==> src/hdl/maf_pkg.sv <==
// Shared constants for the moving average filter.
package maf_pkg;

  // Width of the window register and of the fill count
  localparam int FILL_W = 7;
  // Largest fill count the window register can ask for
  localparam logic [FILL_W-1:0] FILL_MAX = 7'd127;
  // Window size after reset
  localparam logic [FILL_W-1:0] WIN_RESET = 7'd64;
  // Width of the input words and of the average
  localparam int OUT_W = 32;

  // Request codes
  localparam logic REQ_SAMPLE = 1'b0;
  localparam logic REQ_OFFSET = 1'b1;

endpackage

==> src/hdl/moving_average_filter.sv <==
// Moving average filter top level: sample ring, running sum, sequencer and output register.
// A sample word (req_type 0) updates the running sum on the shared adder in S_SUB and S_ADD,
// starts the divider in S_DIVGO, waits in S_DIVW for the one-bit-per-cycle divider, and then
// loads its result into the output register once that register is free. An offset word
// (req_type 1) gives no result, walking the filled ring entries one per cycle through the
// single-port-read ring memory. in_stall_o is high while a word is in work; a finished
// result waits in the output register so the next word can be taken meanwhile. Writing the
// window register empties the filter; no clearing pass is needed since only the values of
// filled entries are ever used.
module moving_average_filter import maf_pkg::*; #(
  parameter int MAX_DEPTH    = 64,
  parameter int SAMPLE_WIDTH = 32
) (
  input  logic                 clk_i,
  input  logic                 rst_ni,
  // config
  input  logic                 cfg_we_i,
  input  logic [FILL_W-1:0]    cfg_wdata_i,
  // input words
  input  logic                 in_valid_i,
  output logic                 in_stall_o,
  input  logic                 req_type_i,
  input  logic signed [OUT_W-1:0] sample_value_i,
  input  logic signed [OUT_W-1:0] offset_value_i,
  // result words
  output logic                 out_valid_o,
  input  logic                 out_stall_i,
  output logic signed [OUT_W-1:0] average_o,
  output logic [FILL_W-1:0]    filled_count_o
);

  localparam int AW   = $clog2(MAX_DEPTH);
  localparam int SUMW = SAMPLE_WIDTH + 6;
  localparam int CW   = (AW + 1 > FILL_W) ? AW + 1 : FILL_W;
  localparam logic [FILL_W-1:0] DEPTH_CAP =
    (MAX_DEPTH > 127) ? FILL_MAX : FILL_W'(MAX_DEPTH);

  typedef enum logic [5:0] {
    S_IDLE  = 6'b000001,
    S_SUB   = 6'b000010,
    S_ADD   = 6'b000100,
    S_DIVGO = 6'b001000,
    S_DIVW  = 6'b010000,
    S_OFS   = 6'b100000
  } state_e;

  state_e                  st_q, st_d;
  logic [FILL_W-1:0]       win_q;
  logic [AW-1:0]           pos_q, pos_d;
  logic [SUMW-1:0]         sum_q;
  logic [FILL_W-1:0]       fill_q, fill_d;
  logic [SAMPLE_WIDTH-1:0] smp_q;
  logic [OUT_W-1:0]        ofs_q;
  logic [CW-1:0]           rd_cnt_q, rd_cnt_d;
  logic                    wb_pend_q, wb_pend_d;
  logic [AW-1:0]           wb_idx_q;
  logic                    out_valid_q;
  logic [OUT_W-1:0]        avg_q;
  logic [FILL_W-1:0]       cnt_out_q;

  logic [SAMPLE_WIDTH-1:0] ring_mem [MAX_DEPTH];
  logic [SAMPLE_WIDTH-1:0] rdata_q;
  logic                    mem_we;
  logic [AW-1:0]           mem_waddr;
  logic [AW-1:0]           mem_raddr;
  logic [SAMPLE_WIDTH-1:0] mem_wdata;

  logic [FILL_W-1:0]       win_eff;
  logic                    full;
  logic                    in_acc;
  logic [CW-1:0]           pos_inc;
  logic                    rd_issue;

  logic                    sum_we;
  logic                    add_sub;
  logic [SUMW-1:0]         add_op;
  logic [SUMW-1:0]         sum_nx;

  logic                    div_done;
  logic [OUT_W-1:0]        div_quot;
  logic                    out_free;
  logic                    out_load;

  // Effective window: zero means one, large values cap at the ring depth (at FILL_MAX for deeper rings)
  always_comb begin
    if (win_q == '0) begin
      win_eff = FILL_W'(1);
    end else if (win_q > DEPTH_CAP) begin
      win_eff = DEPTH_CAP;
    end else begin
      win_eff = win_q;
    end
  end

  assign full     = (fill_q >= win_eff);
  assign in_acc   = in_valid_i && !in_stall_o;
  assign pos_inc  = CW'(pos_q) + CW'(1);
  assign rd_issue = (st_q == S_OFS) && (rd_cnt_q < CW'(fill_q));

  // Shared adder for the running sum
  always_comb begin
    sum_we  = 1'b0;
    add_sub = 1'b0;
    add_op  = '0;
    case (st_q)
      S_SUB: begin
        sum_we  = full;
        add_sub = 1'b1;
        add_op  = SUMW'($signed(rdata_q));
      end
      S_ADD: begin
        sum_we = 1'b1;
        add_op = SUMW'($signed(smp_q));
      end
      S_OFS: begin
        sum_we = wb_pend_q;
        add_op = SUMW'($signed(ofs_q));
      end
      default: begin
        sum_we = 1'b0;
      end
    endcase
  end

  assign sum_nx = sum_q + (add_sub ? ~add_op : add_op) + SUMW'(add_sub);

  // Ring memory port control
  always_comb begin
    mem_raddr = (st_q == S_OFS) ? rd_cnt_q[AW-1:0] : pos_q;
    mem_we    = 1'b0;
    mem_waddr = pos_q;
    mem_wdata = smp_q;
    if (st_q == S_SUB) begin
      mem_we = 1'b1;
    end else if (st_q == S_OFS && wb_pend_q) begin
      mem_we    = 1'b1;
      mem_waddr = wb_idx_q;
      mem_wdata = rdata_q + SAMPLE_WIDTH'($signed(ofs_q));
    end
  end

  always_ff @(posedge clk_i) begin
    if (mem_we) begin
      ring_mem[mem_waddr] <= mem_wdata;
    end
    rdata_q <= ring_mem[mem_raddr];
  end

  // Output register hand-off
  assign out_free = !out_valid_q || !out_stall_i;
  assign out_load = (st_q == S_DIVW) && div_done && out_free;

  // Sequencer
  always_comb begin
    st_d      = st_q;
    pos_d     = pos_q;
    fill_d    = fill_q;
    rd_cnt_d  = rd_cnt_q;
    wb_pend_d = rd_issue;
    case (st_q)
      S_IDLE: begin
        rd_cnt_d = '0;
        if (in_acc) begin
          st_d = (req_type_i == REQ_OFFSET) ? S_OFS : S_SUB;
        end
      end
      S_SUB: begin
        if (!full) begin
          fill_d = fill_q + FILL_W'(1);
        end
        st_d = S_ADD;
      end
      S_ADD: begin
        pos_d = (pos_inc >= CW'(win_eff)) ? '0 : pos_inc[AW-1:0];
        st_d  = S_DIVGO;
      end
      S_DIVGO: begin
        st_d = S_DIVW;
      end
      S_DIVW: begin
        if (out_load) begin
          st_d = S_IDLE;
        end
      end
      S_OFS: begin
        if (rd_issue) begin
          rd_cnt_d = rd_cnt_q + CW'(1);
        end else if (!wb_pend_q) begin
          st_d = S_IDLE;
        end
      end
      default: begin
        st_d = S_IDLE;
      end
    endcase
  end

  // Control and filter state
  always_ff @(posedge clk_i or negedge rst_ni) begin
    if (!rst_ni) begin
      st_q        <= S_IDLE;
      win_q       <= WIN_RESET;
      pos_q       <= '0;
      sum_q       <= '0;
      fill_q      <= '0;
      rd_cnt_q    <= '0;
      wb_pend_q   <= 1'b0;
      out_valid_q <= 1'b0;
    end else begin
      st_q      <= st_d;
      rd_cnt_q  <= rd_cnt_d;
      wb_pend_q <= wb_pend_d;
      if (cfg_we_i) begin
        win_q  <= cfg_wdata_i;
        pos_q  <= '0;
        sum_q  <= '0;
        fill_q <= '0;
      end else begin
        pos_q  <= pos_d;
        fill_q <= fill_d;
        if (sum_we) begin
          sum_q <= sum_nx;
        end
      end
      if (out_load) begin
        out_valid_q <= 1'b1;
      end else if (!out_stall_i) begin
        out_valid_q <= 1'b0;
      end
    end
  end

  // Word payload and result registers
  always_ff @(posedge clk_i) begin
    if (in_acc) begin
      smp_q <= SAMPLE_WIDTH'(sample_value_i);
      ofs_q <= offset_value_i;
    end
    wb_idx_q <= rd_cnt_q[AW-1:0];
    if (out_load) begin
      avg_q     <= div_quot;
      cnt_out_q <= fill_q;
    end
  end

  maf_div #(
    .DW (SUMW)
  ) u_div (
    .clk_i      (clk_i),
    .rst_ni     (rst_ni),
    .start_i    (st_q == S_DIVGO),
    .dividend_i (sum_q),
    .divisor_i  (fill_q),
    .done_o     (div_done),
    .quotient_o (div_quot)
  );

  assign in_stall_o     = (st_q != S_IDLE);
  assign out_valid_o    = out_valid_q;
  assign average_o      = avg_q;
  assign filled_count_o = cnt_out_q;

  // Checks
  a_fill_in_window: assert property (@(posedge clk_i) disable iff (!rst_ni)
    fill_q <= win_eff)
    else $error("fill count above window");

  a_pos_in_window: assert property (@(posedge clk_i) disable iff (!rst_ni)
    CW'(pos_q) < CW'(win_eff))
    else $error("write index outside window");

  a_walk_in_fill: assert property (@(posedge clk_i) disable iff (!rst_ni)
    (st_q == S_OFS) && wb_pend_q |-> CW'(wb_idx_q) < CW'(fill_q))
    else $error("offset walk beyond filled entries");

  a_result_needs_div: assert property (@(posedge clk_i) disable iff (!rst_ni)
    $rose(out_valid_q) |-> $past(div_done))
    else $error("result loaded before division finished");

endmodule

==> src/hdl/maf_div.sv <==
// Serial signed divider: sum by fill count, one quotient bit per cycle, saturated result.
module maf_div import maf_pkg::*; #(
  parameter int DW = 38
) (
  input  logic                clk_i,
  input  logic                rst_ni,
  input  logic                start_i,
  input  logic [DW-1:0]       dividend_i,
  input  logic [FILL_W-1:0]   divisor_i,
  output logic                done_o,
  output logic [OUT_W-1:0]    quotient_o
);

  localparam int CNTW = $clog2(DW + 1);
  localparam int QW   = (DW + 1 > OUT_W + 1) ? DW + 1 : OUT_W + 1;

  localparam logic signed [QW-1:0] Q_MAX = {{(QW-OUT_W+1){1'b0}}, {(OUT_W-1){1'b1}}};
  localparam logic signed [QW-1:0] Q_MIN = {{(QW-OUT_W+1){1'b1}}, {(OUT_W-1){1'b0}}};

  logic                busy_q, busy_d;
  logic                done_q, done_d;
  logic                neg_q, neg_d;
  logic [CNTW-1:0]     cnt_q, cnt_d;
  logic [DW-1:0]       acc_q, acc_d;
  logic [FILL_W-1:0]   rem_q, rem_d;
  logic [FILL_W-1:0]   dvs_q, dvs_d;

  logic [DW-1:0]       mag_in;
  logic [FILL_W:0]     rem_sh;
  logic [FILL_W:0]     rem_sub;
  logic                ge;
  logic signed [QW-1:0] mag_x;
  logic signed [QW-1:0] q_s;

  // Magnitude of the dividend; the most negative value still fits unsigned
  assign mag_in = dividend_i[DW-1] ? (~dividend_i + DW'(1)) : dividend_i;

  // One restoring step: shift in the next dividend bit, try the subtract
  assign rem_sh  = {rem_q, acc_q[DW-1]};
  assign rem_sub = rem_sh - {1'b0, dvs_q};
  assign ge      = (rem_sh >= {1'b0, dvs_q});

  // Sequencer
  always_comb begin
    busy_d = busy_q;
    done_d = done_q;
    neg_d  = neg_q;
    cnt_d  = cnt_q;
    acc_d  = acc_q;
    rem_d  = rem_q;
    dvs_d  = dvs_q;
    if (start_i) begin
      busy_d = 1'b1;
      done_d = 1'b0;
      neg_d  = dividend_i[DW-1];
      cnt_d  = '0;
      acc_d  = mag_in;
      rem_d  = '0;
      dvs_d  = divisor_i;
    end else if (busy_q) begin
      acc_d = {acc_q[DW-2:0], ge};
      rem_d = ge ? rem_sub[FILL_W-1:0] : rem_sh[FILL_W-1:0];
      cnt_d = cnt_q + CNTW'(1);
      if (cnt_q == CNTW'(DW - 1)) begin
        busy_d = 1'b0;
        done_d = 1'b1;
      end
    end
  end

  always_ff @(posedge clk_i or negedge rst_ni) begin
    if (!rst_ni) begin
      busy_q <= 1'b0;
      done_q <= 1'b0;
      cnt_q  <= '0;
    end else begin
      busy_q <= busy_d;
      done_q <= done_d;
      cnt_q  <= cnt_d;
    end
  end

  // Datapath registers
  always_ff @(posedge clk_i) begin
    neg_q <= neg_d;
    acc_q <= acc_d;
    rem_q <= rem_d;
    dvs_q <= dvs_d;
  end

  // Apply sign and clamp to the output range
  assign mag_x = QW'(acc_q);
  assign q_s   = neg_q ? -mag_x : mag_x;

  always_comb begin
    if (q_s > Q_MAX) begin
      quotient_o = {1'b0, {(OUT_W-1){1'b1}}};
    end else if (q_s < Q_MIN) begin
      quotient_o = {1'b1, {(OUT_W-1){1'b0}}};
    end else begin
      quotient_o = q_s[OUT_W-1:0];
    end
  end

  assign done_o = done_q;

endmodule
==> config.mk <==
export PLATFORM = sky130hd
export DESIGN_NAME = moving_average_filter
export DESIGN_NICKNAME = d
export VERILOG_FILES = /design/src/hdl/maf_pkg.sv /design/src/hdl/moving_average_filter.sv /design/src/hdl/maf_div.sv
export SDC_FILE = /design/constraint.sdc
export NUM_CORES = 2
export LEC_CHECK = 0
export CORE_AREA = 4 4 634 636
export DETAILED_ROUTE_END_ITERATION = 12
export DIE_AREA = 0 0 638 640
export DONT_BUFFER_PORTS = 1
export PLACE_DENSITY = 0.44
export SETUP_SLACK_MARGIN = 0.3
export SLEW_MARGIN = 10
export SYNTH_ARGS = -nofsm -noshare
export SYNTH_HDL_FRONTEND = slang
export SYNTH_SLANG_ARGS = --single-unit
==> constraint.sdc <==
create_clock -name clk_i -period 11.3 [get_ports clk_i]
set_clock_uncertainty 0.15 [all_clocks]
set_input_delay 1.695 -clock clk_i [delete_from_list [all_inputs] [get_ports clk_i]]
set_output_delay 1.695 -clock clk_i [all_outputs]
set_load 0.005 [all_outputs]
==> Yosys cells after proc, flatten, opt, wreduce, memory -nomap -nowiden <==
Memory sizes are Yosys's and may differ from the RTL's. A register that Yosys moved wholly into a read port is not among the register bits.
Cells that the tools add are included.
{ "word_totals": {"output_inout_bits": 41, "ff_bits": 243, "n_memories": 1, "ram_bits": 2048, "elab_cells": 122, "in_bits": 77} }
{ "op_classes": {"reduce_logical": 20, "addsub": 10, "bitwise": 2, "muxes": 47, "order_cmp": 7, "n_eq_ne": 15} }
{ "mem_list": {"columns": ["name", "depth", "width", "rd", "rd_ports_with_merged_regs", "write_ports", "line_no", "rtl"], "rows": [
  ["ring_mem", 64, 32, 1, 1, 1, "moving_average_filter.sv:61", "logic [SAMPLE_WIDTH-1:0] ring_mem [MAX_DEPTH];"]
]} }
{ "ops": {"columns": ["op", "n"], "rows": [
  ["$mux W38", 6],
  ["$pmux W38 S3", 1],
  ["$mux W32", 3],
  ["$mux W6", 13],
  ["$not A38 Y38", 2],
  ["$mux W7", 7],
  ["$gt A39 B32 Y1 const B", 1],
  ["$lt A39 B32 Y1 const B", 1],
  ["$mux W39", 1],
  ["$neg A38 Y39", 1],
  ["$add A38 B1 Y38", 1],
  ["$add A38 B1 Y38 const B", 1],
  ["$add A38 B38 Y38", 1],
  ["$pmux W6 S6", 1],
  ["$add A32 B32 Y32", 1],
  ["$add A7 B1 Y7 const B", 2],
  ["$ge A7 B7 Y1", 2],
  ["$pmux W7 S2", 1],
  ["$mux W1", 13],
  ["$eq A6 B6 Y1 const B", 2],
  ["$ne A2 B2 Y1 const B", 6],
  ["$reduce_bool A2 Y1", 6],
  ["$ge A8 B7 Y1", 1],
  ["$add A6 B1 Y7 const B", 1],
  ["18 further kinds", 26]
]} }

==> Logic depth before layout (Yosys ltp) <==
{ "depth": {"depth_word": 8, "ltp_mapped": 18, "depth_no_buf": 16} }

==> Modules after synthesis <==
Synthesis repeated with hierarchy kept, for this count alone.
{ "hier_totals": {"cells_unflattened": 7981, "hier_area_um2": 97941.4} }
{ "modules_own_cells": {"columns": ["module", "n_inst", "seq_area_each_um2", "cells_per_inst", "area_per_inst_um2"], "rows": [
  ["moving_average_filter", 1, 67181.9, 7427, 93069.3],
  ["maf_div", 1, 1721.7, 554, 4872.2]
]} }

==> Least setup slack after synthesis <==
OpenSTA, ideal clock, no wires.
{ "synth_path": {"kind": "flip-flop to flip-flop", "start": "register ofs_q[5]", "end": "memory ring_mem[0][31] (data pin)", "setup_time_ns": 0.702, "t_required_ns": 10.448, "stages_incl_launch_ff": 12, "path_buffers": 0, "setup_slack_ns": 5.448, "synth_period_minus_slack_ns": 5.852, "arrival_time_ns": 5.001, "cell_sequence": "edfxtp_1 ha_1 o21a_1 o2111ai_1 a311oi_1 o32ai_1 o22ai_1 o41a_1 nand4_1 a31oi_1 xnor2_1 o21ai_0"} }
{ "synth_between": {"elab_chain_len": 3} }
{ "synth_rtl": {"columns": ["element", "line_no", "rtl"], "rows": [
  ["from (decl)", "moving_average_filter.sv:53", "logic [OUT_W-1:0] ofs_q;"],
  ["from (signal assigned)", "moving_average_filter.sv:237", "ofs_q <= offset_value_i;"],
  ["$add A32 B32 Y32", "moving_average_filter.sv:138", "mem_wdata = rdata_q + SAMPLE_WIDTH'($signed(ofs_q));"],
  ["$mux W32", "moving_average_filter.sv:135", "end else if (st_q == S_OFS && wb_pend_q) begin"],
  ["$mux W32", "moving_average_filter.sv:133", "if (st_q == S_SUB) begin"],
  ["named net mem_wdata[31]", "moving_average_filter.sv:66", "logic [SAMPLE_WIDTH-1:0] mem_wdata;"],
  ["to (decl)", "moving_average_filter.sv:61", null]
]} }
The timed path passes the listed nets, and every way through them passes these cells.

==> Final worst setup path <==
{ "layout_path": {"start": "register st_q[3]", "end": "register rdata_q[13], read port of ring_mem"} }
{ "layout_between": {"elab_chain_len": 2} }
{ "layout_rtl": {"columns": ["element", "line_no", "rtl"], "rows": [
  ["from (decl)", "moving_average_filter.sv:47", "state_e st_q, st_d;"],
  ["from (signal assigned)", "moving_average_filter.sv:210", "st_q <= st_d;"],
  ["$eq A6 B6 Y1", "moving_average_filter.sv:129", "mem_raddr = (st_q == S_OFS) ? rd_cnt_q[AW-1:0] : pos_q;"],
  ["$mux W6", "moving_average_filter.sv:129", null],
  ["to (decl)", "moving_average_filter.sv:62", "logic [SAMPLE_WIDTH-1:0] rdata_q;"]
]} }
Every way passes these cells.
A chain may end at the register's enable or synchronous reset.

==> flow_summary.ini <==
[status]
status = finished, final reports clean

[placed_design]
gp_congestion = 0.795
dp_hpwl_mm = 163
placed_cell_area_um2 = 103000
numPortBuffers = 0

[cts]
cts_resized = 0
cts.path.max_buffers = 4
cts_buffers = 270
worstSkewPairLatency_ns = 0.85
cts_setup_buffers = 0
cts_tree = built
postCtsHoldBufs = 0
cts-root-buf = clkbuf_16
cts_max_level = 5
clock-sinks = 2323
clk_pin_slew_ns = 0.06

[worst_hold_path]
hold_path_class = flop to flop

[floorplan]
core_um2 = 396000
initial_core_util_pct = 24.0
rows = 231
die_w_um = 638
dieArea_um2 = 408000
io_pins = 118
fp.dieH_um = 640

[routing]
drc = 0
routedWlPerCell_um = 26.8
drt-initial-drc-count = 4508
via_count = 51100
routed_wl_mm = 291
viasPerCell = 4.70
antenna_left = 0
first_pass_iters = 6

[global_routing]
grt_pass1_vias = 52300
grt_use_met3_pct = 1.83
grt_max_degree = 98
grt_util_met2_pct = 23.2
track_usage_pct = 13.9
use_met1_pct = 18.9
grt_pass1_wl_mm = 408
antenna_found_initial = 20
busiest_layer = met2
gr-total-overflow = 0

[synth]
synth_top_cell_by_area = edfxtp_1
synth_area_um2 = 94800
netlist-cell-type-count = 80
synth.area.top_cells = edfxtp_1 70%, mux4_2 12%, dfrtp_1 2.1%
yosysWarnings = 0
synth_cells = 5261
synth_edf_count = 2197
ys_ff_latch = 2323
yosysSeqAreaShare_pct = 72.7
yosysTopAreaCellShare_pct = 69.6
ys.flop_type = edfxtp_1
synth.avg_cell_area_um2 = 18.0
ys_async_sr_fraction_pct = 3.49
yosysMostFrequentCell = edfxtp_1
ys_top_cells_by_count = 2197 x edfxtp_1, 512 x mux4_2, 472 x nand2_1
synth_fp_nets = 5444

[layout]
synthToLayoutAreaGrowth_pct = 16.9
drive_gt1_share_pct = 21.5
post-route-cell-area_um2 = 111000
fin_nets = 5599

[sta]
setup-tns-final_ns = 0
setup_viol = 0
rsz0062_at_grt = no
timing.final.hold_violations = 0
holdWs_ns = 0.335
fin_crit_ns = 6.20
worst_slew_pin_slew_ns = 1.39
relSlewSlack_pct = 6.52
final_max_slew_viol_count = 0
clock.fmax_mhz = 161
min_period_over_period_pct = 54.9

[worst_setup_path]
r2r_setup_slack_ns = 5.10
r2r-start = st_q[3]
cp_max_fo = 82
worstPathArrival_ns = 6.81
rr_endpoint = rdata_q[13]
crit_end = rdata_q[13]
cp-end-kind = flop
worstPathRequired_ns = 11.91
rr_worst_depth = 12
crit_path_cell_trace = nor4_1 > and2_2 > buf_4 > nor2_1 > a21oi_4 > buf_4 > buf_12 > mux4_2 > nand2_1 > a311oi_1 > nor3_1 > a21oi_1
cp_slowest_stage_delay_ns = 1.16
critPathSlowestCell = a311oi_1
crit_top_cell = buf_4
crit_type = flop to flop
cp-startpoint = st_q[3]
crit_path_start_kind = flop

[run]
cap_violations = 0

[power]
seq_power_share_pct = 48.7
power_density_nw_per_um2 = 193
p_comb_share_pct = 12.6
p_leak_nw = 35.6
p_sw_share_pct = 26.2
pwr-share-clk_pct = 38.7
p_int_mw = 15.8
p_sw_mw = 5.61
ir_worst_vdd_mv = 0.124
## power groups by stage
stage / Clock [mW] / Sequential (mW) / Combinational [mW]
6_report: 8.29 / 10.4 / 2.70
5_1_grt: 8.89 / 10.5 / 2.98
4_1_cts: 8.52 / 10.4 / 2.75
3_5_place_dp: 0 / 10.6 / 2.74
3_3_place_gp: 0 / 10.6 / 2.68
2_1_floorplan: 0 / 10.5 / 1.74
## sequential cells by signal, indices dropped and copies added (netlist names), 32 cells and up
signal and flops:
average_o 32, ofs_q 32, rdata_q 32, ring_mem 2048, smp_q 32, sum_q 38, u_div.acc_q 38
## metrics by stage
step                power [mW]  setup slack, ns  utilization [%]  instances
finish                    21.4             5.10             28.0      10900
global placement          13.3             4.94             25.9      10400
floorplan                 12.3             5.45                -       5261
CTS                       21.7             4.98             28.0      10900
global route              22.3             4.80             28.0      10900
detailed placement        13.4             4.97             25.9      10400
## final cells by class
type	instances	area (um^2)
Antenna cell	16	40.0
Clock buffer	347	7290
Clock inverter	118	946
Fill cell	39300	285000
Inverter	58	218
Multi-Input combinational cell	2584	25400
Sequential cell	2323	68900
Tap cell	5242	6560
Timing Repair Buffer	179	1510
## routing by layer
layer	share of wire [%]	routed length [um]	vias to the layer above
li1	-	-	21600
met1	44	128000	27600
met2	48	141000	1482
met3	4.9	14200	389
met4	2.7	7740	0
met5	0	0	-
## cells by family (layout without fill, tap and decap cells)
logic type,after synthesis,count (layout),synth area share (%)
compound gates,820,820,5.73
xor+xnor,153,153,1.42
fa+ha+maj,106,106,1.42
buf+inv,354,702,1.58
flops,2323,2323,72.7
mux,532,532,12.4
other cells,0,16,0
simple gates,973,973,4.77
## how the worst min path moves through the flow
stage                              start  depth (start not counted)              to
after floorplan              rd_cnt_q[5]                          0     wb_idx_q[5]
after global placement    u_div.rem_q[6]                          2  u_div.rem_q[6]
after detailed placement  u_div.rem_q[6]                          2  u_div.rem_q[6]
after CTS                 u_div.rem_q[6]                          2  u_div.rem_q[6]
after global routing      u_div.rem_q[6]                          2  u_div.rem_q[6]
final                     u_div.rem_q[6]                          2  u_div.rem_q[6]
## critical path: cells and delay by family (launching register included)
family                 cells  cell delay, ns
AND/OR/NAND/NOR            5            1.71
multiplexers               1            0.37
flip-flops                 1            0.42
buffers and inverters      3            1.62
AO/OA/AOI/OAI              3            1.85
## cells in the final DEF (no fill, tap or decap), types with 16 or more instances in the layout
cell / Yosys / routed
o21ai_4: 0 / 28
xnor2_1: 46 / 46
nor2_4: 0 / 64
clkinv_2: 0 / 36
a21o_1: 37 / 36
nor3_1: 54 / 50
nand4_1: 23 / 23
dfrtp_1: 79 / 79
a22oi_1: 32 / 32
o21ai_0: 213 / 185
edfxtp_1: 2197 / 2197
o31ai_1: 39 / 39
a311oi_1: 97 / 86
dfxtp_1: 45 / 45
clkinv_1: 0 / 49
ha_1: 103 / 103
a31oi_1: 42 / 42
mux4_2: 512 / 512
buf_4: 5 / 166
nand2b_1: 23 / 23
clkbuf_16: 0 / 278
diode_2: 0 / 16
a21oi_1: 142 / 139
nor2b_1: 16 / 16
a211oi_1: 136 / 136
nand3_1: 29 / 27
xor2_1: 106 / 106
nor2_1: 147 / 83
clkbuf_1: 175 / 62
and2_1: 134 / 132
nand2_1: 472 / 470
inv_1: 57 / 57
Note: power is estimated with default switching activity, not from simulation.
